--- src/rtl/pds_pkg.sv ---
// Shared types, constants and helper functions of the percent decoder.
`default_nettype none

package pds_pkg;

    localparam int unsigned CMD_DEPTH_DEF = 4;

    localparam logic [7:0] PCT_CHAR    = 8'h25;
    localparam logic [7:0] QUOTE_DIGIT = 8'h32;
    localparam logic [7:0] NUL_CHAR    = 8'h00;

    typedef enum logic [1:0] {
        PH_IDLE  = 2'd0,
        PH_PCT   = 2'd1,
        PH_DIGIT = 2'd2
    } phase_t;

    // One decoded request: up to three bytes, sent in order; last marks the
    // final byte as the string terminator.
    typedef struct packed {
        logic [1:0]      cnt;
        logic            last;
        logic [7:0]      char2;
        logic [7:0]      char1;
        logic [7:0]      char0;
    } cmd_t;

    function automatic logic is_hex(input logic [7:0] c);
        logic res;
        res = ((c >= 8'h30) && (c <= 8'h39)) ||
              ((c >= 8'h41) && (c <= 8'h46)) ||
              ((c >= 8'h61) && (c <= 8'h66));
        return res;
    endfunction

    function automatic logic [3:0] hex_val(input logic [7:0] c);
        logic [7:0] v;
        if (c <= 8'h39)
        begin
            v = c - 8'h30;
        end
        else if (c <= 8'h46)
        begin
            v = c - 8'h37;
        end
        else
        begin
            v = c - 8'h57;
        end
        return v[3:0];
    endfunction

endpackage

`default_nettype wire

--- src/rtl/percent_decode_stream.sv ---
// Top level of the streaming percent decoder.
//
//   Channel  | Direction | Handshake           | Payload
//   ---------+-----------+---------------------+----------------------
//   input    | in        | push / full         | char_in[7:0]
//   results  | out       | empty / pop         | char_out[7:0], last
//
// A byte is taken in every cycle that push is high and full is low; each
// byte becomes one request of up to three result bytes in the front end.
// Results leave at one per cycle while pop takes them, from the back end's
// output register, so a byte that causes three results holds the back end
// while the request queue (CMD_DEPTH entries) keeps the input side running.
// A byte's first result passes the request queue, then the output register.
// Reset (rst_n low, asynchronous) empties the queue and returns the escape
// tracker to idle; full rises when long requests or stalled pops fill it.
`default_nettype none

module percent_decode_stream
    import pds_pkg::*;
#(
    parameter int unsigned CMD_DEPTH = CMD_DEPTH_DEF
)
(
    input  wire logic       clk,
    input  wire logic       rst_n,
    input  wire logic       push,
    output logic            full,
    input  wire logic [7:0] char_in,
    output logic            empty,
    input  wire logic       pop,
    output logic [7:0]      char_out,
    output logic            last
);

    cmd_t fe_cmd;
    logic fe_cmd_valid;
    cmd_t q_head;
    logic q_empty;
    logic q_full;
    logic be_head_done;
    logic accept;

    // A byte is accepted whenever the request queue has room, even while a
    // finished result still waits on the output register.
    assign accept = push && !q_full;
    assign full   = q_full;

    pds_front u_front
    (
        .clk       (clk),
        .rst_n     (rst_n),
        .accept    (accept),
        .char_in   (char_in),
        .cmd       (fe_cmd),
        .cmd_valid (fe_cmd_valid)
    );

    // Requests that produce nothing (a held percent sign or digit, or the
    // dropped quote escape) are never written to the queue.
    pds_cmd_fifo #(
        .DEPTH (CMD_DEPTH)
    ) u_cmd_fifo
    (
        .clk     (clk),
        .rst_n   (rst_n),
        .wr_en   (fe_cmd_valid),
        .wr_data (fe_cmd),
        .full    (q_full),
        .rd_en   (be_head_done),
        .rd_data (q_head),
        .empty   (q_empty)
    );

    pds_back u_back
    (
        .clk        (clk),
        .rst_n      (rst_n),
        .head       (q_head),
        .head_valid (!q_empty),
        .head_done  (be_head_done),
        .pop        (pop),
        .empty      (empty),
        .char_out   (char_out),
        .last       (last)
    );

endmodule

`default_nettype wire

--- src/rtl/pds_front.sv ---
// Front end: tracks the escape phase and turns each byte into a request.
`default_nettype none

module pds_front
    import pds_pkg::*;
(
    input  wire logic       clk,
    input  wire logic       rst_n,
    input  wire logic       accept,
    input  wire logic [7:0] char_in,
    output cmd_t            cmd,
    output logic            cmd_valid
);

    phase_t     phase_reg, phase_next;
    logic [7:0] held_reg, held_next;

    // Next state of the escape tracker.
    always_comb
    begin
        phase_next = phase_reg;
        held_next  = held_reg;
        case (phase_reg)
            PH_PCT:
            begin
                if (is_hex(char_in))
                begin
                    held_next  = char_in;
                    phase_next = PH_DIGIT;
                end
                else if (char_in == PCT_CHAR)
                begin
                    phase_next = PH_PCT;
                end
                else
                begin
                    phase_next = PH_IDLE;
                end
            end
            PH_DIGIT:
            begin
                held_next = NUL_CHAR;
                if (!is_hex(char_in) && (char_in == PCT_CHAR))
                begin
                    phase_next = PH_PCT;
                end
                else
                begin
                    phase_next = PH_IDLE;
                end
            end
            default:
            begin
                if (char_in == PCT_CHAR)
                begin
                    phase_next = PH_PCT;
                end
                else
                begin
                    phase_next = PH_IDLE;
                end
                if (char_in == NUL_CHAR)
                begin
                    held_next = NUL_CHAR;
                end
            end
        endcase
    end

    // Request built from the current phase and the incoming byte.
    always_comb
    begin
        cmd.cnt   = 2'd0;
        cmd.last  = 1'b0;
        cmd.char0 = char_in;
        cmd.char1 = char_in;
        cmd.char2 = char_in;
        case (phase_reg)
            PH_PCT:
            begin
                if (!is_hex(char_in))
                begin
                    cmd.char0 = PCT_CHAR;
                    if (char_in == PCT_CHAR)
                    begin
                        cmd.cnt = 2'd1;
                    end
                    else
                    begin
                        cmd.cnt  = 2'd2;
                        cmd.last = (char_in == NUL_CHAR);
                    end
                end
            end
            PH_DIGIT:
            begin
                if (is_hex(char_in))
                begin
                    cmd.char0 = {hex_val(held_reg), hex_val(char_in)};
                    if (!((held_reg == QUOTE_DIGIT) && (char_in == QUOTE_DIGIT)))
                    begin
                        cmd.cnt = 2'd1;
                    end
                end
                else
                begin
                    cmd.char0 = PCT_CHAR;
                    cmd.char1 = held_reg;
                    if (char_in == PCT_CHAR)
                    begin
                        cmd.cnt = 2'd2;
                    end
                    else
                    begin
                        cmd.cnt  = 2'd3;
                        cmd.last = (char_in == NUL_CHAR);
                    end
                end
            end
            default:
            begin
                if (char_in != PCT_CHAR)
                begin
                    cmd.cnt  = 2'd1;
                    cmd.last = (char_in == NUL_CHAR);
                end
            end
        endcase
    end

    assign cmd_valid = accept && (cmd.cnt != 2'd0);

    always_ff @(posedge clk or negedge rst_n)
    begin
        if (!rst_n)
        begin
            phase_reg <= PH_IDLE;
            held_reg  <= NUL_CHAR;
        end
        else if (accept)
        begin
            phase_reg <= phase_next;
            held_reg  <= held_next;
        end
    end

endmodule

`default_nettype wire

--- src/rtl/pds_cmd_fifo.sv ---
// Short request queue between the front end and the back end.
`default_nettype none

module pds_cmd_fifo
    import pds_pkg::*;
#(
    parameter int unsigned DEPTH = CMD_DEPTH_DEF
)
(
    input  wire logic clk,
    input  wire logic rst_n,
    input  wire logic wr_en,
    input  wire cmd_t wr_data,
    output logic      full,
    input  wire logic rd_en,
    output cmd_t      rd_data,
    output logic      empty
);

    localparam int unsigned PTR_W = (DEPTH > 1) ? $clog2(DEPTH) : 1;
    localparam int unsigned CNT_W = $clog2(DEPTH + 1);
    localparam logic [PTR_W-1:0] LAST_PTR = PTR_W'(DEPTH - 1);
    localparam logic [CNT_W-1:0] FULL_CNT = CNT_W'(DEPTH);

    cmd_t             slot_reg [DEPTH];
    logic [PTR_W-1:0] wr_ptr_reg, wr_ptr_next;
    logic [PTR_W-1:0] rd_ptr_reg, rd_ptr_next;
    logic [CNT_W-1:0] cnt_reg, cnt_next;
    logic             do_wr, do_rd;

    assign full    = (cnt_reg == FULL_CNT);
    assign empty   = (cnt_reg == '0);
    assign do_wr   = wr_en && !full;
    assign do_rd   = rd_en && !empty;
    assign rd_data = slot_reg[rd_ptr_reg];

    always_comb
    begin
        wr_ptr_next = wr_ptr_reg;
        rd_ptr_next = rd_ptr_reg;
        cnt_next    = cnt_reg;
        if (do_wr)
        begin
            wr_ptr_next = (wr_ptr_reg == LAST_PTR) ? '0 : wr_ptr_reg + PTR_W'(1);
        end
        if (do_rd)
        begin
            rd_ptr_next = (rd_ptr_reg == LAST_PTR) ? '0 : rd_ptr_reg + PTR_W'(1);
        end
        if (do_wr && !do_rd)
        begin
            cnt_next = cnt_reg + CNT_W'(1);
        end
        else if (do_rd && !do_wr)
        begin
            cnt_next = cnt_reg - CNT_W'(1);
        end
    end

    always_ff @(posedge clk)
    begin
        if (do_wr)
        begin
            slot_reg[wr_ptr_reg] <= wr_data;
        end
    end

    always_ff @(posedge clk or negedge rst_n)
    begin
        if (!rst_n)
        begin
            wr_ptr_reg <= '0;
            rd_ptr_reg <= '0;
            cnt_reg    <= '0;
        end
        else
        begin
            wr_ptr_reg <= wr_ptr_next;
            rd_ptr_reg <= rd_ptr_next;
            cnt_reg    <= cnt_next;
        end
    end

endmodule

`default_nettype wire

--- src/rtl/pds_back.sv ---
// Back end: unrolls queued requests into single bytes on an output register.
`default_nettype none

module pds_back
    import pds_pkg::*;
(
    input  wire logic       clk,
    input  wire logic       rst_n,
    input  wire cmd_t       head,
    input  wire logic       head_valid,
    output logic            head_done,
    input  wire logic       pop,
    output logic            empty,
    output logic [7:0]      char_out,
    output logic            last
);

    logic [1:0] idx_reg, idx_next;
    logic       out_valid_reg, out_valid_next;
    logic [7:0] char_reg;
    logic       last_reg;
    logic       load, at_end;
    logic [7:0] sel_char;

    assign load   = head_valid && (!out_valid_reg || pop);
    assign at_end = (idx_reg == (head.cnt - 2'd1));

    always_comb
    begin
        case (idx_reg)
            2'd0:    sel_char = head.char0;
            2'd1:    sel_char = head.char1;
            default: sel_char = head.char2;
        endcase
    end

    always_comb
    begin
        idx_next       = idx_reg;
        out_valid_next = out_valid_reg;
        head_done      = 1'b0;
        if (load)
        begin
            out_valid_next = 1'b1;
            if (at_end)
            begin
                idx_next  = 2'd0;
                head_done = 1'b1;
            end
            else
            begin
                idx_next = idx_reg + 2'd1;
            end
        end
        else if (pop)
        begin
            out_valid_next = 1'b0;
        end
    end

    always_ff @(posedge clk)
    begin
        if (load)
        begin
            char_reg <= sel_char;
            last_reg <= head.last && at_end;
        end
    end

    always_ff @(posedge clk or negedge rst_n)
    begin
        if (!rst_n)
        begin
            idx_reg       <= 2'd0;
            out_valid_reg <= 1'b0;
        end
        else
        begin
            idx_reg       <= idx_next;
            out_valid_reg <= out_valid_next;
        end
    end

    assign empty    = !out_valid_reg;
    assign char_out = char_reg;
    assign last     = last_reg;

endmodule

`default_nettype wire

--- config.mk ---
export PLATFORM = sky130hd
export DESIGN_NAME = percent_decode_stream
export DESIGN_NICKNAME = d
export VERILOG_FILES = /design/src/rtl/pds_pkg.sv /design/src/rtl/percent_decode_stream.sv /design/src/rtl/pds_front.sv /design/src/rtl/pds_cmd_fifo.sv /design/src/rtl/pds_back.sv
export SDC_FILE = /design/constraint.sdc
export NUM_CORES = 1
export LEC_CHECK = 0
export ABC_AREA = 1
export BUFFER_PORTS_ARGS = -buffer_cell sky130_fd_sc_hd__buf_2
export CAP_MARGIN = 0
export CORE_ASPECT_RATIO = 1.75
export CORE_MARGIN = 1.5
export CORE_UTILIZATION = 30
export CTS_CLUSTER_SIZE = 40
export DETAILED_ROUTE_END_ITERATION = 8
export PLACE_DENSITY = 0.52
export SLEW_MARGIN = 20
export SYNTH_ARGS = -nofsm -noshare
export SYNTH_HDL_FRONTEND = slang
export SYNTH_HIERARCHICAL = 1
export SYNTH_SLANG_ARGS = --single-unit
--- constraint.sdc ---
create_clock -name clk -period 8.1 [get_ports clk]
set_input_delay 1.62 -clock clk [delete_from_list [all_inputs] [get_ports clk]]
set_output_delay 1.62 -clock clk [all_outputs]
set_load 0.02 [all_outputs]
# Yosys cells after proc, flatten, opt, wreduce, memory -nomap -nowiden
# Memories as Yosys holds them, arrays and structs flattened.
# Index checks and enable logic that the tools add are counted.
[word_totals]
mem_bits_rw = 108
ff_bits = 29
mem_count = 1
word_cells = 107
out_inout_bits = 11
[op_classes]
n_mux = 36
reduce_logical = 30
addsub = 12
n_lt_le_gt_ge = 8
n_eq_ne = 11
[memory_table]
columns = ["memory", "words", "width", "read_ports", "rd_ports_with_merged_regs", "wr", "line_no", "rtl"]
rows = [
  ["u_cmd_fifo.slot_reg", 4, 27, 1, 0, 1, "pds_cmd_fifo.sv:25", "cmd_t slot_reg [DEPTH];"],
]
[op_table]
columns = ["operator", "count"]
rows = [
  ["$pmux 8 s2", 3],
  ["$mux 8", 5],
  ["$eq 8x6->1 const B", 3],
  ["$le 8x7->1 const B", 3],
  ["$ge 8x7->1 const B", 2],
  ["$le 8x6->1 const B", 2],
  ["$mux 4", 4],
  ["$sub 4x3->4 const B", 4],
  ["$mux 2", 7],
  ["$logic_and 1x1->1", 13],
  ["$mux 1", 12],
  ["$mux 3", 3],
  ["$ge 8x6->1 const B", 1],
  ["$logic_not 8->1", 1],
  ["$ne 8x6->1 const B", 1],
  ["$sub 4x1->4 const B", 2],
  ["$add 2x1->2 const B", 3],
  ["$eq 2x2->1 const B", 3],
  ["$logic_not 1->1", 6],
  ["$pmux 3 s2", 1],
  ["$reduce_bool 2->1", 3],
  ["$eq 2x1->1 const B", 2],
  ["$pmux 2 s2", 1],
  ["$add 3x1->3 const B", 1],
  ["9 further kinds", 11],
]

# Logic depth before layout (Yosys ltp)
# Gate-level depths: netlist (run 1).
[depth]
depth_word = 13
depth_mapped = 21
mapped_depth_nobuf = 20

# Cells and area by module
# Netlist (run 1), hierarchy kept.
[modules_own_cells]
columns = ["module", "cells_per_inst", "area_each_um2", "instances"]
rows = [
  ["pds_cmd_fifo", 375, 4780.8, 1],
  ["pds_front", 264, 1517.7, 1],
  ["pds_back", 70, 658.1, 1],
  ["percent_decode_stream", 3, 13.8, 1],
]

# Least setup slack after synthesis (run 1)
# OpenSTA, ideal clock, no wires.
[synth_path]
path_kind = "input port to flip-flop"
from = "input port char_in[1]"
to = "memory u_cmd_fifo/slot_reg[0][0] in the netlist's numbering (enable)"
setup_ps = 411
path_stages = 12
path_buffers = 1
t_arrival_ps = 4187
slack_ps = 3503
cell_sequence = "buf_2 -> inv_1 -> ha_1 -> nand2_1 -> nand3_1 -> nand2_2 -> inv_2 -> nor2_4 -> nand4_1 -> a21oi_1 -> nand2_1 -> nor2_1"
[synth_between]
elab_chain_cells = 11
elab_cells_between_ends = 27
classes_between = "order compare (6); eq/ne (3); mux (9); reduce/logical (9)"
[synth_lines]
columns = ["item", "line_no", "rtl"]
rows = [
  ["from (decl)", "percent_decode_stream.sv:28", "input wire logic [7:0] char_in,"],
  ["$ge 8x6->1 (tied with other cells)", "pds_pkg.sv:30", "res = ((c >= 8'h30) && (c <= 8'h39)) ||"],
  ["$logic_and 1x1->1 (on tied branches)", "pds_pkg.sv:30, pds_pkg.sv:31", ""],
  ["$logic_or 1x1->1", "pds_pkg.sv:30", ""],
  ["$logic_or 1x1->1", "pds_pkg.sv:31", "((c >= 8'h41) && (c <= 8'h46)) ||"],
  ["$mux 2 or $mux 3 (tied branches)", "pds_front.sv:97, pds_front.sv:81", ""],
  ["$pmux 3 s2 (*)", "pds_front.sv:78", "case (phase_reg)"],
  ["$reduce_bool 2->1 (*)", "pds_front.sv:131", "assign cmd_valid = accept && (cmd.cnt != 2'd0);"],
  ["$logic_and 1x1->1 (*)", "pds_front.sv:131", ""],
  ["via fe_cmd_valid", "percent_decode_stream.sv:36", "logic fe_cmd_valid;"],
  ["$logic_and 1x1->1 (*)", "pds_cmd_fifo.sv:33", "assign do_wr = wr_en && !full;"],
  ["$mux 1 (*)", "pds_cmd_fifo.sv:62", "if (do_wr)"],
  ["$mux 1 (implied by the code) (*)", "pds_cmd_fifo.sv:64", "slot_reg[wr_ptr_reg] <= wr_data;"],
  ["to (decl)", "pds_cmd_fifo.sv:25", ""],
]
# The timed path passes the listed nets; every way through them passes the cells marked *.

# Final worst setup path (run 1)
[layout_path]
from = "input port char_in[0]"
to = "register u_cmd_fifo.cnt_reg[2]"
[layout_between]
elab_chain_cells = 12
elab_cells_between_ends = 30
classes_between = "order compare (6); eq/ne (3); mux (8); reduce/logical (13)"
[layout_lines]
columns = ["item", "line_no", "rtl"]
rows = [
  ["$ge 8x6->1 (tied with other cells)", "pds_pkg.sv:30", ""],
  ["$logic_and 1x1->1 (on tied branches)", "pds_pkg.sv:30, pds_pkg.sv:31", ""],
  ["$logic_or 1x1->1", "pds_pkg.sv:30", ""],
  ["$logic_or 1x1->1", "pds_pkg.sv:31", ""],
  ["$mux 2 or $mux 3 (tied branches)", "pds_front.sv:97, pds_front.sv:81", ""],
  ["$pmux 3 s2 (*)", "pds_front.sv:78", ""],
  ["$reduce_bool 2->1 (*)", "pds_front.sv:131", ""],
  ["$logic_and 1x1->1 (*)", "pds_front.sv:131", ""],
  ["via fe_cmd_valid", "percent_decode_stream.sv:36", ""],
  ["$logic_and 1x1->1 (*)", "pds_cmd_fifo.sv:33", ""],
  ["via u_cmd_fifo.do_wr", "pds_cmd_fifo.sv:29", "logic do_wr, do_rd;"],
  ["$logic_not 1->1", "pds_cmd_fifo.sv:54", "else if (do_rd && !do_wr)"],
  ["$logic_and 1x1->1", "pds_cmd_fifo.sv:54", ""],
  ["$reduce_bool 2->1 (no line)", "-", ""],
  ["to (signal assigned)", "pds_cmd_fifo.sv:80", "cnt_reg <= cnt_next;"],
  ["to (decl)", "pds_cmd_fifo.sv:28", "logic [CNT_W-1:0] cnt_reg, cnt_next;"],
]
# Marks and branches as above.
# A chain may end at the register's enable or synchronous reset.

==> results.md, run 1 <==
* Run status: complete, no violations
* H-tree level count at 4
* Final Cycle Share at 0.519
* Achievable frequency at 238 MHz
* Asr flop ratio synth at 0.146
* Warnings, synthesis at 6
* FP Rows at 73
* Hold buffers post-CTS at 0
* Die Y at 205 um
* First-pass GRT wire length at 25.1 mm
* Power Density at approximately 330 mW/mm^2
* Initial antenna violation count at 0
* Max FFs per register at about 110
* Critical path type: primary input to flip-flop
* Ports at 23
* Pwr Total at 2.61 mW
* Drt via density at ~4.6
* Worst VDD drop at ~0.18 mV
* Share of cells above drive strength 1 at 0.113
* Reg2reg end: u_cmd_fifo/cnt_reg[1]
* Critical-path top delay cell: fa_1
* Leak Pwr at 3.34 nW
* Max-cap violations at 0
* Flops & latches, synth at 137
* Width of the chip at approximately 120 um
* GP Congestion at 0.893
* TritonCTS Sinks at 137
* # setup viols final at 0
* Largest net degree at the start of global routing at 105
* Number of synthesized flops with an enable pin at 117
* Detailed-router iteration count before antenna repair at 5
* Worst-Skew Late Latency at 0.41 ns
* Post-route DRC violation count at 0
* GRT Util Overall at 0.138
* R2R Setup Slk at 4.90 ns
* Cts repair resizes at 0
* Post-synth top flop: edfxtp_1
* Slew Viols, Final at 0
* CP dominant cell by count: nand2_1
* Core ar. at around 0.023 sq mm
* Root buffer cell: clkbuf_16
* CP max stage delay at 0.38 ns
* Part of the Yosys area used for sequential elements at 0.576
* Cell taking the most area after synthesis: edfxtp_1
* Total die area at roughly 0.024 sq mm
* Layout area overhead at 12.3%
* Worst EP required at 8.40 ns
* DR vias at 4740
* Min-Delay Endpoint: u_back/out_valid_reg
* CTS Buf Count at 17
* M1 GR Usage at 0.139
* R2R depth at 15
* Global-route met2 utilization at 0.261
* Post-synth cell types at 33
* Top cell type's share of synthesized area at 0.504
* GRT met3 Usage at 0.0251
* Crit-path cells: buf_2 -> inv_1 -> ha_1 -> nand2_1 -> nand3_1 -> nand2_2 -> inv_2 -> nor2_4 -> nand4_1 -> a21oi_1 -> nand2_1 -> inv_1 -> ha_1 -> inv_1 -> fa_1 -> nand2_1 -> nand3_1 -> nand2_1 -> nand2_1
* Crit end category: flip-flop
* Gate count after technology mapping at 712
* Routed wire length at 15.9 mm
* Post-synth net total at 743
* Post-CTS Setup Bufs at 0
* Top Usage Layer GRT: met2
* Syn Area/Cell at approximately 10 sq um
* Startpoint types: primary input
* Hold Path Class: flip-flop to flip-flop
* Synth Cell Area at around 0.007 sq mm
* Final TNS setup at 0 ns
* Grt ovf at 0
* ANT nets after route at 0
* # nets final at 755
* IO buf count at 22
* Fin. Hold Viols at 0
* Max-slew headroom at 0.353
* Hold_sp: u_back/out_valid_reg
* TritonCTS clock tree: done
* Fillers at 2281
* Synth top area cells: edfxtp_1, nand2_1, dfrtp_1, inv_1, o211ai_1
* DPL Wire Length at 10.8 mm
* Post-DR wirelength/cell at 15.3 um
* Final Critical Period at 4.21 ns
* WP data arrival at 4.51 ns
* Clk_skew at around 0.0075 ns
* Clock transition at path regs at about 0.06 ns
* Hold Path Stages at 2
* Unrepaired setup endpoints after global routing: no
* CTS Buffer Depth at 2
* Worst-Margin Slew at 0.970 ns
* Diodes inserted at 0
* Initial Utilization at 0.306
* Vias in the first global route at 4809
* Iteration-0 DRC Markers at 261
* Critical R2R Launch: u_cmd_fifo/rd_ptr_reg[0]
* Crit path max fanout at 11
==> layout by cell type, fill, tap and decap left out, drive strengths merged, types with 8 or more instances in the layout <==
| master | n |
|---|---|
| buf | 28 |
| nor2 | 31 |
| o21ai | 13 |
| dfrtp | 20 |
| o211ai | 54 |
| a22oi | 8 |
| ha | 18 |
| inv | 114 |
| nand3 | 50 |
| nand2 | 232 |
| clkbuf | 18 |
| clkinv | 8 |
| edfxtp | 117 |
==> power by group <==
part	internal [mW]	switching (mW)	total [mW]
Sequential	0.955	0.0487	1.00
Clock	0.511	0.283	0.794
Combinational	0.248	0.568	0.816
Total	1.71	0.900	2.61
==> synthesized netlist by cell type, types with 6 or more instances <==
master / number
nor2_1: 26
buf_4: 14
nand3_1: 46
buf_6: 14
inv_1: 109
nand4_1: 6
ha_1: 18
nand2_1: 226
o21ai_0: 10
dfrtp_1: 20
edfxtp_1: 117
o211ai_1: 54
a22oi_1: 8
==> worst max-delay path: cells and delay by family <==
| kind | cells | cell delay (ns) |
|---|---|---|
| adder cells (fa/ha/maj) | 3 | 0.82 |
| AND/OR/NAND/NOR | 10 | 1.24 |
| buffers and inverters | 5 | 0.58 |
| AO/OA/AOI/OAI | 1 | 0.26 |
==> cells by family (layout without fill, tap and decap cells) <==
| family | after synthesis | after routing | share of synthesized area |
|---|---|---|---|
| AO/OA/AOI/OAI | 81 | 81 | 0.0813 |
| XOR/XNOR | 5 | 5 | 0.00628 |
| adder cells (fa/ha/maj) | 19 | 19 | 0.0352 |
| buffers and inverters | 149 | 174 | 0.104 |
| flip-flops | 137 | 137 | 0.576 |
| AND/OR/NAND/NOR | 321 | 321 | 0.197 |
==> final cells by class <==
type                       instances  area, sq um  area share
clock inverter                    14          180      0.0230
multi-input combinational        426         2240       0.286
tap                              300          375      0.0480
inverter                         114          430      0.0550
timing repair buffer              28          155      0.0198
sequential                       137         4020       0.513
clock buffer                      18          429      0.0548
==> metrics by stage <==
stage / hold WS [ns] / cells / worst slack, ns / util / area [sq um]
5_1_grt: 0.525 / 1037 / 3.60 / 0.344 / 7830
4_1_cts: 0.510 / 1037 / 3.91 / 0.344 / 7830
3_3_place_gp: 0.497 / 1005 / 3.57 / 0.317 / 7220
3_5_place_dp: 0.498 / 1005 / 3.46 / 0.317 / 7220
6_report: 0.505 / 1037 / 3.89 / 0.344 / 7830
2_1_floorplan: 0.463 / 712 / 3.50 / - / 6970
==> how the worst max path moves through the flow <==
| stage | end | cells after the start | slack (ns) | from |
|---|---|---|---|---|
| 5_1_grt | u_cmd_fifo/cnt_reg[2] | 19 | 3.60 | char_in[0] |
| 6_report | u_cmd_fifo/cnt_reg[2] | 19 | 3.89 | char_in[0] |
| 3_5_place_dp | u_cmd_fifo/cnt_reg[2] | 19 | 3.46 | char_in[0] |
| 2_1_floorplan | u_cmd_fifo/slot_reg[0][0] | 12 | 3.50 | char_in[1] |
| 4_1_cts | u_cmd_fifo/cnt_reg[2] | 19 | 3.91 | char_in[0] |
| 3_3_place_gp | u_cmd_fifo/cnt_reg[2] | 19 | 3.57 | char_in[0] |
==> layer usage <==
metal | vias to the layer above | share of wire | wire [um]
met5 | - | 0 | 0
met4 | 0 | 0.038 | 612
met3 | 29 | 0.031 | 501
met2 | 94 | 0.53 | 8490
met1 | 2244 | 0.40 | 6300
li1 | 2373 | - | -
Power figures use the tool's default switching activity.
==> run 2, diff against run 1 <==
--- a/config.mk
+++ b/config.mk
@@ -5,7 +5,7 @@
 export SDC_FILE = /design/constraint.sdc
 export NUM_CORES = 1
 export LEC_CHECK = 0
-export ABC_AREA = 1
+export ABC_AREA = 0
 export BUFFER_PORTS_ARGS = -buffer_cell sky130_fd_sc_hd__buf_2
 export CAP_MARGIN = 0
 export CORE_ASPECT_RATIO = 1.75
@@ -13,7 +13,7 @@
 export CORE_UTILIZATION = 30
 export CTS_CLUSTER_SIZE = 40
 export DETAILED_ROUTE_END_ITERATION = 8
-export PLACE_DENSITY = 0.52
+export PLACE_DENSITY = 0.54
 export SLEW_MARGIN = 20
 export SYNTH_ARGS = -nofsm -noshare
 export SYNTH_HDL_FRONTEND = slang
==> constraint.sdc (replaced) <==
create_clock -name clk -period 3.8 [get_ports clk]
set_input_delay 0.76 -clock clk [delete_from_list [all_inputs] [get_ports clk]]
set_output_delay 0.76 -clock clk [all_outputs]
set_load 0.02 [all_outputs]
==> results.md, run 2 <==
* Part of the Yosys area used for sequential elements at 0.632 (was 0.576)
* Iteration-0 DRC Markers at 312 (was 261)
* Crit path max fanout at 3 (was 11)
* Root buffer cell: clkbuf_16 (unchanged)
* Critical R2R Launch: u_front/held_reg[0] (was u_cmd_fifo/rd_ptr_reg[0])
* Max FFs per register at 108 (unchanged)
* # nets final at 471 (was 755)
* GP Congestion at 0.894 (was 0.893)
* TritonCTS Sinks at 137 (unchanged)
* Crit end category: flip-flop (unchanged)
* Ports at 23 (unchanged)
* Post-route DRC violation count at 0 (unchanged)
* Drt via density at 5.09 (was 4.57)
* Worst-Skew Late Latency at 0.41 ns (about the same)
* Hold Path Class: primary input to async pin (was flip-flop to flip-flop)
* Most common cell in the netlist: edfxtp_1 (was nand2_1)
* Clock transition at path regs at 0.06 ns (about the same)
* Run status: complete, no violations (unchanged)
* Cell taking the most area after synthesis: edfxtp_1 (unchanged)
* Gate count after technology mapping at 405 (was 712)
* Pwr Total at 5.34 mW (was 2.61 mW)
* Core ar. at 0.0208 sq mm (was 0.0227 sq mm)
* R2R Setup Slk at 0.71 ns (was 4.90 ns)
* Reg area at 0.00402 sq mm (unchanged)
* Footprint of the multi-input gates at 0.00211 sq mm (was 0.00224 sq mm)
* Post-CTS Setup Bufs at 0 (unchanged)
* Final Cycle Share at 0.866
* Warnings, synthesis at 6 (unchanged)
* Grt ovf at 0 (unchanged)
* Detailed-router iteration count before antenna repair at 4 (was 5)
* Critical path type: primary input to flip-flop (unchanged)
* Post-synth net total at 436 (was 743)
* Die Y at 195 um (was 205 um)
* # setup viols final at 0 (unchanged)
* CTS Buffer Depth at 2 (unchanged)
* Cts repair resizes at 0 (unchanged)
* Achievable frequency at 304 MHz
* Post-synth top flop: edfxtp_1 (unchanged)
* Total die area at 0.0221 sq mm (was 0.0242 sq mm)
* Vias in the first global route at 3834 (was 4809)
* Initial antenna violation count at 1 (was 0)
* Fillers at 1960 (was 2281)
* Leak Pwr at 2.68 nW (was 3.34 nW)
* Placed Area at 0.00682 sq mm (was 0.00722 sq mm)
* Fin. Hold Viols at 0 (unchanged)
* CTS Buf Count at 17 (unchanged)
* TritonCTS clock tree: done (unchanged)
* Share of cells above drive strength 1 at 0.276 (was 0.113)
* Place WS at 0.0957 ns (was 3.46 ns)
* Worst-Margin Slew at 0.864 ns (was 0.970 ns)
* Hold buffers post-CTS at 0 (unchanged)
* Reg2reg end: u_cmd_fifo/cnt_reg[2] (was u_cmd_fifo/cnt_reg[1])
* Routed wire length at 13.7 mm (was 15.9 mm)
* R2R depth at 14 (was 15)
* Synth top area cells: edfxtp_1, mux4_2, dfrtp_1, ha_1, nand2_1 (was edfxtp_1, nand2_1, dfrtp_1, inv_1, o211ai_1)
* Unrepaired setup endpoints after global routing: no (unchanged)
* Post-DR wirelength/cell at 19.4 um (was 15.3 um)
* ANT nets after route at 0 (unchanged)
* DPL Wire Length at 9.49 mm (was 10.8 mm)
* Final Critical Period at 3.29 ns
* Synth Cell Area at 0.00635 sq mm (was 0.00697 sq mm)
* IO buf count at 22 (unchanged)
* Final WS setup at 0.509 ns (was 3.89 ns)
* Worst EP required at 4.14 ns (was 8.40 ns)
* Post-synth cell types at 68 (was 33)
* Max-cap violations at 0 (unchanged)
* Top cell type's share of synthesized area at 0.553 (was 0.504)
* FP Rows at 70 (was 73)
* GRT Util Overall at 0.129 (was 0.138)
* Max-slew headroom at 0.422 (was 0.353)
* Slew Viols, Final at 0 (unchanged)
* DR vias at 3597 (was 4740)
* Most frequent cells after synthesis: edfxtp_1, nand2_1, mux4_2 (was nand2_1, edfxtp_1, inv_1)
* H-tree level count at 4 (unchanged)
* Number of synthesized flops with an enable pin at 117 (unchanged)
* Width of the chip at 113 um (was 118 um)
* First-pass GRT wire length at 21.2 mm (was 25.1 mm)
* Worst VDD drop at 0.269 mV (was 0.179 mV)
* Flops & latches, synth at 137 (unchanged)
* Finished layout cell area at 0.00742 sq mm (was 0.00783 sq mm)
* Final TNS setup at 0 ns (unchanged)
* Clk_skew at 0.00543 ns (was 0.00753 ns)
* Most common cell after layout, fill and taps aside: edfxtp_1 (was nand2_1)
* Asr flop ratio synth at 0.146 (unchanged)
* Largest net degree at the start of global routing at 28 (was 105)
* WP data arrival at 3.63 ns (was 4.51 ns)
* Syn Area/Cell at 15.7 sq um (was 9.79 sq um)
* Commonest cells after routing, fill and taps aside: edfxtp_1, nand2_1, mux4_2 (was nand2_1, edfxtp_1, inv_1)
* Initial Utilization at 0.305 (was 0.306)
* Startpoint types: primary input (unchanged)
* Layout area overhead at 16.9% (was 12.3%)
* Power Density at 719 mW/mm^2 (was 334 mW/mm^2)
[run 2: cell types whose count changed after synthesis, moves of 13 or more]
cell / before / now
inv_1: 109 / 20
mux4_2: 0 / 27
nand2_1: 226 / 29
nand3_1: 46 / 3
o211ai_1: 54 / 1
nor2_1: 26 / 13
[run 2: layout make-up]
cell class | count | area share
antenna | 1 | 0.000337
clock buffer | 17 | 0.0573
clock inverter | 15 | 0.0236
inverter | 20 | 0.0101
multi-input combinational | 223 | 0.284
sequential | 137 | 0.541
tap | 252 | 0.0425
timing repair buffer | 41 | 0.0408
[run 2: worst max-delay path by stage]
stage / startpoint / end / slack, ns / cells past startpoint
after detailed placement: char_in[7] / u_cmd_fifo/cnt_reg[2] / 0.1 / 12
after global routing: char_in[1] / u_cmd_fifo/cnt_reg[2] / 0.31 / 15
after global placement: char_in[7] / u_cmd_fifo/cnt_reg[2] / 0.15 / 12
after floorplan: char_in[6] / u_cmd_fifo/slot_reg[0][0] / 0.29 / 7
final: char_in[7] / u_cmd_fifo/cnt_reg[2] / 0.51 / 12
after CTS: char_in[7] / u_cmd_fifo/cnt_reg[2] / 0.53 / 12
[run 2: logic make-up (layout without fill, tap and decap cells)]
group           after synthesis  after routing  synth area share
compound gates               71             71            0.0869
xor+xnor                      6              6           0.00828
fa+ha+maj                    19             19            0.0386
buf+inv                      45             93            0.0357
flops                       137            137             0.632
mux                          39             39             0.119
other cells                   0              1                 0
simple gates                 88             88            0.0788
[run 2: metal layers]
layer / vias up / routed length (um) / track usage
met5: - / 0 / 0
met4: 0 / 384 / 0.0657
met3: 20 / 316 / 0.0239
met2: 68 / 7680 / 0.246
met1: 1867 / 5310 / 0.133
li1: 1642 / - / -
[run 2: power breakdown]
group / leakage (nW) / switching, mW / internal (mW)
combinational: 1.06 / 0.850 / 0.666
sequential: 1.32 / 0.133 / 2.03
clock: 0.294 / 0.623 / 1.03
[run 2: critical path, cell delays in order]
cell	delay, ns
buf_2	0.12
or4_4	0.54
nor2_1	0.25
mux2_2	0.38
a21boi_0	0.27
nor2b_4	0.21
ha_1	0.19
inv_1	0.06
fa_1	0.37
xor2_1	0.15
nor2_1	0.15
xor2_1	0.16
[run 2: per-stage QoR]
step	std cells	util	hold WS, ns
final	706	0.356	0.307
after global routing	706	0.356	0.337
after CTS	705	0.356	0.310
after detailed placement	673	0.327	0.526
after global placement	673	0.327	0.527
after floorplan	405	-	0.464
==> run 3, diff against run 2 <==
==> constraint.sdc (replaced) <==
create_clock -name clk -period 2.8 [get_ports clk]
set_input_delay 0.56 -clock clk [delete_from_list [all_inputs] [get_ports clk]]
set_output_delay 0.56 -clock clk [all_outputs]
set_load 0.02 [all_outputs]
==> results.md, run 3 (synthesis results as in run 2) <==
* Run status: complete, no violations (unchanged)
* Critical path type: flip-flop to flip-flop (was primary input to flip-flop)
* Post-DR wirelength/cell at 19.1 um (was 19.4 um)
* # nets final at 510 (was 471)
* Post-route DRC violation count at 0 (unchanged)
* Final core occ at 0.372 (was 0.356)
* Width of the chip at 113 um (unchanged)
* DPL Wire Length at 9.91 mm (was 9.49 mm)
* Finished layout cell area at 0.00776 sq mm (was 0.00742 sq mm)
* Worst VDD drop at 0.477 mV (was 0.269 mV)
* Final Cycle Share at 0.962
* ANT nets after route at 0 (unchanged)
* First-pass GRT wire length at 22.3 mm (was 21.2 mm)
* Crit-path cells: mux4_2 -> xnor2_2 -> and2_4 -> a21oi_4 -> nor2_2 -> o31ai_4 -> ha_2 -> inv_2 -> fa_2 -> mux2_2 (was buf_2 -> or4_4 -> nor2_1 -> mux2_2 -> a21boi_0 -> nor2b_4 -> ha_1 -> inv_1 -> fa_1 -> xor2_1 -> nor2_1 -> xor2_1)
* Commonest cells after routing, fill and taps aside: edfxtp_1, buf_4, nand2_1 (was edfxtp_1, nand2_1, mux4_2)
* Clk_skew at 0.0104 ns (was 0.00543 ns)
* Fin. Hold Viols at 0 (unchanged)
* R2R depth at 10 (was 14)
* Most common cell after layout, fill and taps aside: edfxtp_1 (unchanged)
* Share of cells above drive strength 1 at 0.373 (was 0.276)
* Initial antenna violation count at 0 (was 1)
* TritonCTS Sinks at 137 (unchanged)
* Leak Pwr at 2.85 nW (was 2.68 nW)
* Placed Area at 0.00713 sq mm (was 0.00682 sq mm)
* Initial Utilization at 0.305 (unchanged)
* Max FFs per register at 108 (unchanged)
* TritonCTS clock tree: done (unchanged)
* IO buf count at 22 (unchanged)
* Crit end category: flip-flop (unchanged)
* Core ar. at 0.0208 sq mm (unchanged)
* Slew Viols, Final at 0 (unchanged)
* Grt ovf at 0 (unchanged)
* Final Critical Period at between 2 and 3 ns
* Final WS setup at 0.107 ns (was 0.509 ns)
* Root buffer cell: clkbuf_16 (unchanged)
* Critical-path top delay cell: mux4_2 (was or4_4)
* Max-cap violations at 0 (unchanged)
* Layout area overhead at 22.3% (was 16.9%)
* Die Y at 195 um (unchanged)
* Diodes inserted at 0 (was 1)
* Hold Path Class: primary input to async pin (unchanged)
* Ports at 23 (unchanged)
* Reg2reg end: u_cmd_fifo/cnt_reg[1] (was u_cmd_fifo/cnt_reg[2])
* R2R Setup Slk at 0.11 ns (was 0.71 ns)
* Max-slew headroom at 0.630 (was 0.422)
* Detailed-router iteration count before antenna repair at 4 (unchanged)
* Vias in the first global route at 3963 (was 3834)
* Worst-Margin Slew at 0.555 ns (was 0.864 ns)
* Worst-Skew Late Latency at 0.42 ns (was 0.41 ns)
* WP data arrival at 2.99 ns (was 3.63 ns)
* FP Rows at 70 (unchanged)
* GRT Util Overall at 0.136 (was 0.129)
* Clock transition at path regs at 0.06 ns (about the same)
* Achievable frequency at 371 MHz
* Largest net degree at the start of global routing at 28 (unchanged)
* WHS at 0.0938 ns (was 0.307 ns)
* Unrepaired setup endpoints after global routing: yes (was no)
* CTS Buffer Depth at 2 (unchanged)
* CTS Buf Count at 17 (unchanged)
* Place WS at -0.347 ns (was 0.0957 ns)
* Drt via density at 5.00 (was 5.09)
* DR vias at 3715 (was 3597)
* Worst EP required at 3.10 ns (was 4.14 ns)
* Total die area at 0.0221 sq mm (unchanged)
* Routed wire length at 14.2 mm (was 13.7 mm)
* # setup viols final at 0 (unchanged)
* Critical R2R Launch: u_cmd_fifo/rd_ptr_reg[0] (was u_front/held_reg[0])
* Crit path max fanout at 4 (was 3)
* CP max stage delay at 0.55 ns (was 0.54 ns)
* Startpoint types: flip-flop (was primary input)
* GP Congestion at 0.873 (was 0.894)
* H-tree level count at 4 (unchanged)
* Iteration-0 DRC Markers at 200 (was 312)
* Power Density at 949 mW/mm^2 (was 719 mW/mm^2)
## run 3: cell count changes in the layout (fill, tap and decap cells not counted), sizes merged
cell	delta
buf	+39
inv	+5
clkinv	-9
clkinvlp	+5
bufinv	-2
diode	-1
## run 3: worst max path at each step
| stage | from | end | slack [ns] | depth (start not counted) |
|---|---|---|---|---|
| 6_report | u_cmd_fifo/rd_ptr_reg[0] | u_cmd_fifo/cnt_reg[1] | 0.11 | 10 |
| 5_1_grt | u_cmd_fifo/rd_ptr_reg[0] | u_cmd_fifo/cnt_reg[2] | -0.009 | 12 |
| 4_1_cts | u_cmd_fifo/rd_ptr_reg[0] | u_cmd_fifo/cnt_reg[2] | 0.02 | 12 |
| 3_5_place_dp | char_in[7] | u_cmd_fifo/cnt_reg[2] | -0.35 | 12 |
| 3_3_place_gp | char_in[7] | u_cmd_fifo/cnt_reg[2] | -0.32 | 12 |
| 2_1_floorplan | char_in[6] | u_cmd_fifo/cnt_reg[2] | -0.21 | 12 |
## run 3: metal layers
layer / GRT usage / vias to the layer above / wire length, um
met4: 0.0602 / 0 / 342
met1: 0.145 / 1899 / 5440
met5: 0 / - / 0
li1: - / 1718 / -
met2: 0.256 / 80 / 8050
met3: 0.0267 / 18 / 389
## run 3: stage by stage
stage | setup TNS (ns) | power, mW | std cells
2_1_floorplan | -5.33 | 4.48 | 405
3_3_place_gp | -10.90 | 5.14 | 709
3_5_place_dp | -11.09 | 5.23 | 709
4_1_cts | 0 | 7.40 | 741
5_1_grt | -0.0144 | 7.76 | 743
6_report | 0 | 7.36 | 743
## run 3: repair_timing
action | 4_1_cts | 5_1_grt
gates resized for setup | 1 | 8
pin swaps | 1 | 6
setup endpoints to repair | 1 | 2
endpoints found under the hold margin | 0 | 0
cloned | 0 | 0
hold buffers | 0 | 0
buffers inserted | 1 | 2
## run 3: report_power, final
part           switching [mW]  internal [mW]
Sequential              0.187           2.76
Combinational            1.22           1.07
Clock                   0.893           1.23
## run 3: critical path, delay by kind of cell, from the launching register on
family                   cells  cell delay (ns)
buffers and inverters        1             0.05
XOR/XNOR                     1             0.19
flip-flops                   1             0.40
AO/OA/AOI/OAI                2             0.17
multiplexers                 2             0.82
adder cells (fa/ha/maj)      2             0.62
AND/OR/NAND/NOR              2             0.33
## run 3: layout make-up
class                           instances  area [sq um]
Clock inverter                         14           136
Multi-Input combinational cell        223          2200
Timing Repair Buffer                   80           596
Clock buffer                           17           425
Inverter                               20          75.1
Fill cell                            1977         13100
Tap cell                              252           315
Sequential cell                       137          4020
